--- src/hw/rtl/dssm_pkg.sv ---
// Shared types and codes for the two-stacks-in-one-memory block.
package dssm_pkg;

	// Command codes; bit 0 selects stack Y for every defined command.
	localparam logic [2:0] CMD_PUSH_X = 3'd0;
	localparam logic [2:0] CMD_PUSH_Y = 3'd1;
	localparam logic [2:0] CMD_POP_X  = 3'd2;
	localparam logic [2:0] CMD_POP_Y  = 3'd3;
	localparam logic [2:0] CMD_LIST_X = 3'd4;
	localparam logic [2:0] CMD_LIST_Y = 3'd5;

	// Result status codes.
	localparam logic [1:0] STS_OK    = 2'd0;
	localparam logic [1:0] STS_OVER  = 2'd1;
	localparam logic [1:0] STS_UNDER = 2'd2;

	typedef struct packed {
		logic [2:0]         command;
		logic signed [31:0] push_value;
	} cmd_in_t;

	typedef struct packed {
		logic [1:0]         status;
		logic signed [31:0] value;
		logic               last;
	} result_t;

endpackage

--- src/hw/rtl/dual_stack_shared_memory.sv ---
// Top level: two stacks sharing one RAM, with the command sequencer and output register.
//
//   channel | direction | payload         | handshake
//   --------+-----------+-----------------+---------------------
//   in      | input     | cmd_in_t        | in_valid / in_ready
//   out     | output    | result_t        | out_valid / out_ready
//
// For a push or pop, the accept cycle does the RAM write or issues the RAM read,
// and the emit state loads the result beat. A list makes one RAM read and one
// result beat per stored word. Unused command codes are accepted with no result.
// Reset clears both counts, the sequencer and the output valid; the RAM is not cleared.
// A stalled output holds the sequencer in its emit state; a new command is taken
// in idle even while the last result beat still waits in the output register.
module dual_stack_shared_memory #(
	parameter int STACK_DEPTH = 8,
	parameter int WORD_WIDTH  = 32
) (
	input  logic              clk,
	input  logic              arst_n,
	input  logic              in_valid,
	output logic              in_ready,
	input  dssm_pkg::cmd_in_t in_data,
	output logic              out_valid,
	input  logic              out_ready,
	output dssm_pkg::result_t out_data
);

	import dssm_pkg::*;

	localparam int STORE_WORDS = 2 * STACK_DEPTH;
	localparam int AW = $clog2(STORE_WORDS);
	localparam int CW = $clog2(STACK_DEPTH + 1);

	typedef enum logic [1:0] {
		ST_IDLE = 2'b01,
		ST_EMIT = 2'b10
	} state_t;

	state_t           state_q;
	logic [CW-1:0]    cnt_x_q, cnt_y_q;
	logic [CW-1:0]    idx_q;
	logic             is_y_q, list_q, use_data_q;
	logic [1:0]       status_q;
	result_t          out_q;
	logic             out_valid_q;

	logic             acc, out_free, more;
	logic             is_y_in, go;
	logic [CW-1:0]    cur_cnt, cnt_m1, nxt_idx;
	logic [CW-1:0]    cnt_x_d, cnt_y_d;
	logic [1:0]       dec_status;
	logic             dec_use, dec_list;
	logic             wr_en, rd_en;
	logic [AW-1:0]    wr_addr, rd_addr;
	logic [WORD_WIDTH-1:0] wr_data, rd_data;

	function automatic logic [AW-1:0] addr_of(input logic y, input logic [CW-1:0] pos);
		logic [AW-1:0] p;
		p = AW'(pos);
		return y ? (AW'(STORE_WORDS - 1) - p) : p;
	endfunction

	assign in_ready  = (state_q == ST_IDLE);
	assign acc       = in_valid && in_ready;
	assign out_free  = !out_valid_q || out_ready;
	assign out_valid = out_valid_q;
	assign out_data  = out_q;

	assign is_y_in = in_data.command[0];
	assign cur_cnt = is_y_in ? cnt_y_q : cnt_x_q;
	assign cnt_m1  = cur_cnt - CW'(1);
	assign nxt_idx = idx_q - CW'(1);
	assign more    = list_q && (idx_q != '0);

	// Command decode and RAM access. Only one access per cycle is ever issued:
	// the accept cycle of a command and each emit cycle are disjoint.
	always_comb begin
		go         = 1'b0;
		dec_status = STS_OK;
		dec_use    = 1'b0;
		dec_list   = 1'b0;
		cnt_x_d    = cnt_x_q;
		cnt_y_d    = cnt_y_q;
		wr_en      = 1'b0;
		wr_addr    = addr_of(is_y_in, cur_cnt);
		wr_data    = WORD_WIDTH'(in_data.push_value);
		rd_en      = 1'b0;
		rd_addr    = addr_of(is_y_in, cnt_m1);
		if (state_q == ST_IDLE) begin
			case (in_data.command)
				CMD_PUSH_X, CMD_PUSH_Y: begin
					go = acc;
					if (cur_cnt == CW'(STACK_DEPTH)) begin
						dec_status = STS_OVER;
					end else begin
						wr_en = acc;
						if (is_y_in) cnt_y_d = cur_cnt + CW'(1);
						else         cnt_x_d = cur_cnt + CW'(1);
					end
				end
				CMD_POP_X, CMD_POP_Y: begin
					go = acc;
					if (cur_cnt == '0) begin
						dec_status = STS_UNDER;
					end else begin
						rd_en   = acc;
						dec_use = 1'b1;
						if (is_y_in) cnt_y_d = cnt_m1;
						else         cnt_x_d = cnt_m1;
					end
				end
				CMD_LIST_X, CMD_LIST_Y: begin
					go = acc;
					if (cur_cnt == '0) begin
						dec_status = STS_UNDER;
					end else begin
						rd_en    = acc;
						dec_use  = 1'b1;
						dec_list = 1'b1;
					end
				end
				default: go = 1'b0;
			endcase
		end else if (state_q == ST_EMIT && out_free && more) begin
			// Fetch the next word down while the current one leaves.
			rd_en   = 1'b1;
			rd_addr = addr_of(is_y_q, nxt_idx);
		end
	end

	always_ff @(posedge clk or negedge arst_n) begin
		if (!arst_n) begin
			state_q     <= ST_IDLE;
			cnt_x_q     <= '0;
			cnt_y_q     <= '0;
			out_valid_q <= 1'b0;
		end else begin
			if (state_q == ST_EMIT && out_free) begin
				out_valid_q <= 1'b1;
			end else if (out_ready) begin
				out_valid_q <= 1'b0;
			end
			case (state_q)
				ST_IDLE: begin
					if (acc) begin
						cnt_x_q <= cnt_x_d;
						cnt_y_q <= cnt_y_d;
					end
					if (go) begin
						state_q <= ST_EMIT;
					end
				end
				ST_EMIT: begin
					if (out_free && !more) begin
						state_q <= ST_IDLE;
					end
				end
				default: state_q <= ST_IDLE;
			endcase
		end
	end

	always_ff @(posedge clk) begin
		if (go) begin
			is_y_q     <= is_y_in;
			status_q   <= dec_status;
			use_data_q <= dec_use;
			list_q     <= dec_list;
			idx_q      <= cnt_m1;
		end else if (state_q == ST_EMIT && out_free && more) begin
			idx_q <= nxt_idx;
		end
		if (state_q == ST_EMIT && out_free) begin
			out_q.status <= status_q;
			out_q.value  <= use_data_q ? 32'($signed(rd_data)) : '0;
			out_q.last   <= !more;
		end
	end

	dssm_ram #(
		.WIDTH(WORD_WIDTH),
		.DEPTH(STORE_WORDS)
	) u_ram (
		.clk    (clk),
		.wr_en  (wr_en),
		.wr_addr(wr_addr),
		.wr_data(wr_data),
		.rd_en  (rd_en),
		.rd_addr(rd_addr),
		.rd_data(rd_data)
	);

	// The RAM never sees a read and a write in the same cycle.
	a_one_access: assert property (@(posedge clk) disable iff (!arst_n)
		!(wr_en && rd_en))
		else $error("RAM read and write issued together");

	// A push into a full stack X leaves its count untouched.
	a_full_push: assert property (@(posedge clk) disable iff (!arst_n)
		(acc && in_data.command == CMD_PUSH_X && cnt_x_q == CW'(STACK_DEPTH))
		|=> $stable(cnt_x_q))
		else $error("count changed on overflowing push");

	// While listing, the word being fetched lies below the stack's count.
	a_list_bound: assert property (@(posedge clk) disable iff (!arst_n)
		(state_q == ST_EMIT && list_q) |-> (idx_q < (is_y_q ? cnt_y_q : cnt_x_q)))
		else $error("list index beyond stack count");

	// The beat flagged last returns the sequencer to idle.
	a_last_idle: assert property (@(posedge clk) disable iff (!arst_n)
		(state_q == ST_EMIT && out_free && !more) |=> (state_q == ST_IDLE && out_q.last))
		else $error("sequencer did not finish after last beat");

endmodule

--- src/hw/rtl/dssm_ram.sv ---
// Generic single-port-write, single-port-read RAM with a registered read.
module dssm_ram #(
	parameter int WIDTH = 32,
	parameter int DEPTH = 16,
	localparam int AW = (DEPTH > 1) ? $clog2(DEPTH) : 1
) (
	input  logic             clk,
	input  logic             wr_en,
	input  logic [AW-1:0]    wr_addr,
	input  logic [WIDTH-1:0] wr_data,
	input  logic             rd_en,
	input  logic [AW-1:0]    rd_addr,
	output logic [WIDTH-1:0] rd_data
);

	logic [WIDTH-1:0] mem_q [DEPTH];

	always_ff @(posedge clk) begin
		if (wr_en) begin
			mem_q[wr_addr] <= wr_data;
		end
	end

	// Read data holds until the next read is issued.
	always_ff @(posedge clk) begin
		if (rd_en) begin
			rd_data <= mem_q[rd_addr];
		end
	end

endmodule
--- config.mk ---
export PLATFORM = sky130hd
export DESIGN_NAME = dual_stack_shared_memory
export DESIGN_NICKNAME = d
export VERILOG_FILES = /design/src/hw/rtl/dssm_pkg.sv /design/src/hw/rtl/dual_stack_shared_memory.sv /design/src/hw/rtl/dssm_ram.sv
export SDC_FILE = /design/constraint.sdc
export NUM_CORES = 1
export LEC_CHECK = 0
export BUFFER_PORTS_ARGS = -buffer_cell sky130_fd_sc_hd__buf_2
export CELL_PAD_IN_SITES_DETAIL_PLACEMENT = 0
export CELL_PAD_IN_SITES_GLOBAL_PLACEMENT = 1
export CORE_MARGIN = 10
export CORE_UTILIZATION = 40
export CTS_CLUSTER_SIZE = 30
export DETAILED_ROUTE_END_ITERATION = 10
export GPL_ROUTABILITY_DRIVEN = 0
export PLACE_DENSITY = 0.61
export SYNTH_ARGS = -nofsm -noshare
export SYNTH_HDL_FRONTEND = slang
export SYNTH_SLANG_ARGS = --single-unit
export TNS_END_PERCENT = 30
--- constraint.sdc ---
create_clock -name clk -period 4.1 [get_ports clk]
set_clock_uncertainty 0.05 [all_clocks]
set_input_delay 0.82 -clock clk [delete_from_list [all_inputs] [get_ports clk]]
set_output_delay 0.82 -clock clk [all_outputs]
set_load 0.05 [all_outputs]
==> flow_metrics.py <==
metrics = {
    "die": {
        "rows": 88,
        "die_area_sq_mm": 0.0687,
        "die-width_microns": 262,
        "die_h_microns": 262,
        "initial_core_util_pct": 40.5,
        "core_sq_mm": 0.0579,
        "io_pins": 76,
    },
    "worst_setup_path": {
        "crit_required_ns": 4.39,
        "end_kind": "flop",
        "cp_slowest_cell": "or2_2",
        "slowest_delay_ns": 0.53,
        "cp-start-kind": "flop",
        "critical_path_arrival_ns": 3.59,
        "ff2ff_setup_slack_ns": 0.80,
        "cp_max_fo": 17,
        "cpMostUsedCell": "buf_4",
        "path_class": "reg2reg",
        "cp_cell_sequence": "inv_1 > ha_1 > a2111oi_4 > buf_4 > nand2b_1 > o21ai_1 > or2_2 > buf_4 > o221ai_1",
    },
    "clocking": {
        "clock_sinks": 599,
        "clk-insertion-delay-late_ns": 0.62,
        "cts.path.max_buffers": 3,
        "cts_setup_buffers": 0,
        "cts_resized": 0,
        "path_clk_slew_ns": 0.06,
        "h-tree-depth": 2,
        "ctsHoldBuffers": 1,
        "root_buffer": "clkbuf_16",
        "cts_tree": "built",
        "cts_buffers": 61,
    },
    "routing": {
        "drt_wl_total_microns": 54200,
        "final_antenna_net_count": 0,
        "initialDrtViolationCount": 896,
        "first_pass_iters": 5,
        "vias": 12600,
        "via_per_inst": 5.34,
        "post-route-drc-count": 0,
        "wl_per_cell_microns": 23.0,
    },
    "global_route": {
        "gr-max-usage-layer": "met2",
        "met2_usage_pct": 26.0,
        "gr-usage-all-layers_pct": 15.9,
        "grt_max_degree": 66,
        "grt_util_met3_pct": 2.47,
        "grt_overflow_total": 0,
        "gr-usage-met1_pct": 21.7,
        "antenna_found_initial": 1,
        "grt_pass1_vias": 12700,
        "grt_pass1_wl_microns": 82000,
    },
    "placed_design": {
        "port_buffers": 75,
        "place_ws_ns": 0.257,
        "dpl_cell_area_sq_mm": 0.0254,
        "hpwlAfterDp_microns": 30100,
    },
    "pwr": {
        "leakagePower_uw": 0.00934,
        "vdd_drop_max_mv": 0.607,
        "fin_total_pwr_uw": 19800,
        "power_density_mw_per_mm2": 721,
    },
    "timing": {
        "setup_tns_ns": 0,
        "hold_viol": 0,
        "relSlewSlack_pct": 31.2,
        "worst_slew_pin_slew_ns": 1.03,
        "period_share_pct": 80.4,
        "setup_viol": 0,
        "fin_ws_ns": 0.804,
        "drv_slew": 0,
        "fmax_ghz": 0.303,
        "period_minus_slack_ns": 3.30,
        "rsz0062_at_grt": "no",
    },
    "logic_synthesis": {
        "synth.cell_area_sq_mm": 0.0235,
        "ys.flop_type": "edfxtp_1",
        "synthArstFlopShare_pct": 1.84,
        "synth_edf_count": 588,
        "syn_inst": 1437,
        "ys_seq_area_share_pct": 76.5,
        "yosysWarnings": 0,
        "synth.net_count": 1485,
        "synth_seq_cells": 599,
        "ys_types": 50,
        "synth.avg_cell_area_sq_um": 16.3,
    },
    "flow_run": {
        "maxCapViolCount": 0,
    },
    "cells_and_area": {
        "syn_to_final_growth_pct": 16.9,
        "n_antenna_cell": 0,
        "utilization_pct": 47.3,
        "finish.net_count": 1592,
        "fin_area_sq_mm": 0.0274,
        "drive_gt1_share_pct": 16.0,
    },
    "hold_path": {
        "hp-class": "reg2reg",
    },
    "outcome": {
        "status": "complete, no violations",
    },
}
==> where the power goes <==
part / total (uW) / internal (uW) / leakage, uW / switching [uW]
logic: 6900 / 2590 / 0.00294 / 4310
registers: 7330 / 7200 / 0.00544 / 130
clock network: 5530 / 3280 / 0.000960 / 2250
==> cells by family (layout without fill, tap and decap cells) <==
kind of cell    after synthesis  in the layout  share of synthesized area, %
compound gates              250            250                          8.17
fa+ha+maj                     9              9                         0.480
xor+xnor                     18             18                         0.672
mux                         144            144                          6.21
flops                       599            599                          76.5
simple gates                320            320                          6.03
buf+inv                      97            254                          1.98
==> worst max-delay path: cells and delay by family, from the launching register on <==
family / cells / cell delay, ns
AOI/OAI and AO/OA: 3 / 0.68
buffers and inverters: 3 / 0.83
DFF: 1 / 0.41
adders and majority gates: 1 / 0.26
and+or+nand+nor: 2 / 0.76
==> metal layers <==
layer / part of all wire (%) / wire length (microns)
met1: 45 / 24500
met2: 48 / 26100
met3: 4.7 / 2570
met4: 1.9 / 1050
met5: 0.018 / 10
==> flip-flops by register name (all words and copies together) (netlist names) <==
name	count
use_data_q	1
list_q	1
out_valid	1
out_data	35
idx_q	4
state_q	2
status_q	2
u_ram.rd_data	32
u_ram.mem_q	512
cnt_y_q	4
is_y_q	1
cnt_x_q	4
==> cells in the final DEF, fill, tap and decap left out, types with 5 or more instances in the layout <==
cell type | netlist | final
a21oi_1 | 66 | 66
nor2_1 | 23 | 6
buf_2 | 43 | 75
and2_1 | 35 | 35
xor2_1 | 8 | 8
nor2_4 | 0 | 17
nand3_1 | 36 | 36
edfxtp_1 | 588 | 588
clkinv_2 | 0 | 8
bufinv_16 | 0 | 9
mux2i_1 | 137 | 135
o21ai_0 | 6 | 6
mux2_2 | 5 | 5
o221ai_1 | 32 | 32
clkinvlp_4 | 0 | 5
clkbuf_16 | 0 | 61
buf_12 | 0 | 31
a32o_1 | 62 | 62
buf_4 | 2 | 24
dfrtp_1 | 10 | 10
a22oi_1 | 63 | 63
ha_1 | 9 | 9
nand2_1 | 200 | 200
clkbuf_1 | 33 | 10
clkinv_1 | 0 | 18
xnor2_1 | 10 | 10
inv_1 | 10 | 10
==> path summary, 6_finish.rpt <==
check,from,end,cells past startpoint
max in group asynchronous,arst_n,state_q[0]$_DFFE_PN1P_,2
worst max-delay path,idx_q[0]$_DFFE_PP_,u_ram.rd_data[31]$_DFFE_PP_,9
worst max register to register,idx_q[0]$_DFFE_PP_,u_ram.rd_data[31]$_DFFE_PP_,9
worst min-delay path,status_q[1]$_SDFFCE_PN0P_,out_data[34]$_DFFE_PP_,0
min in group asynchronous,arst_n,out_valid$_DFFE_PN0P_,2
worst min register to register,status_q[1]$_SDFFCE_PN0P_,out_data[34]$_DFFE_PP_,0
==> area by class of cell <==
cell class,instances,area (sq um)
fill,4996,30500
timing repair buffer,131,1190
inverter,10,37.5
clock inverter,42,433
sequential,599,17900
multi-input combinational,741,5300
tap,765,957
clock buffer,71,1560
==> cells in the mapped netlist (4+ instances only) <==
| cell type | count | area (sq um) |
|---|---|---|
| a32o_1 | 62 | 621 |
| xor2_1 | 8 | 70.1 |
| o221ai_1 | 32 | 280 |
| dfrtp_1 | 10 | 250 |
| ha_1 | 9 | 113 |
| nor3_1 | 4 | 20.0 |
| xnor2_1 | 10 | 87.6 |
| mux2_2 | 5 | 56.3 |
| a21oi_1 | 66 | 330 |
| a22oi_1 | 63 | 473 |
| and2_1 | 35 | 219 |
| inv_1 | 10 | 37.5 |
| o32ai_1 | 4 | 35.0 |
| nand2b_1 | 4 | 25.0 |
| buf_6 | 5 | 56.3 |
| buf_2 | 43 | 215 |
| nor2_1 | 23 | 86.3 |
| nand3_1 | 36 | 180 |
| nand2_1 | 200 | 751 |
| edfxtp_1 | 588 | 17700 |
| mux2i_1 | 137 | 1370 |
| o21ai_0 | 6 | 30.0 |
| nor2b_1 | 4 | 25.0 |
| clkbuf_1 | 33 | 124 |
==> through the flow <==
stage | hold slack, ns | std cells
floorplan | 0.350 | 1437
global placement | 0.384 | 2245
CTS | 0.398 | 2359
finish | 0.396 | 2359
detailed placement | 0.387 | 2245
global route | 0.404 | 2359
Power figures use the tool's default switching activity.
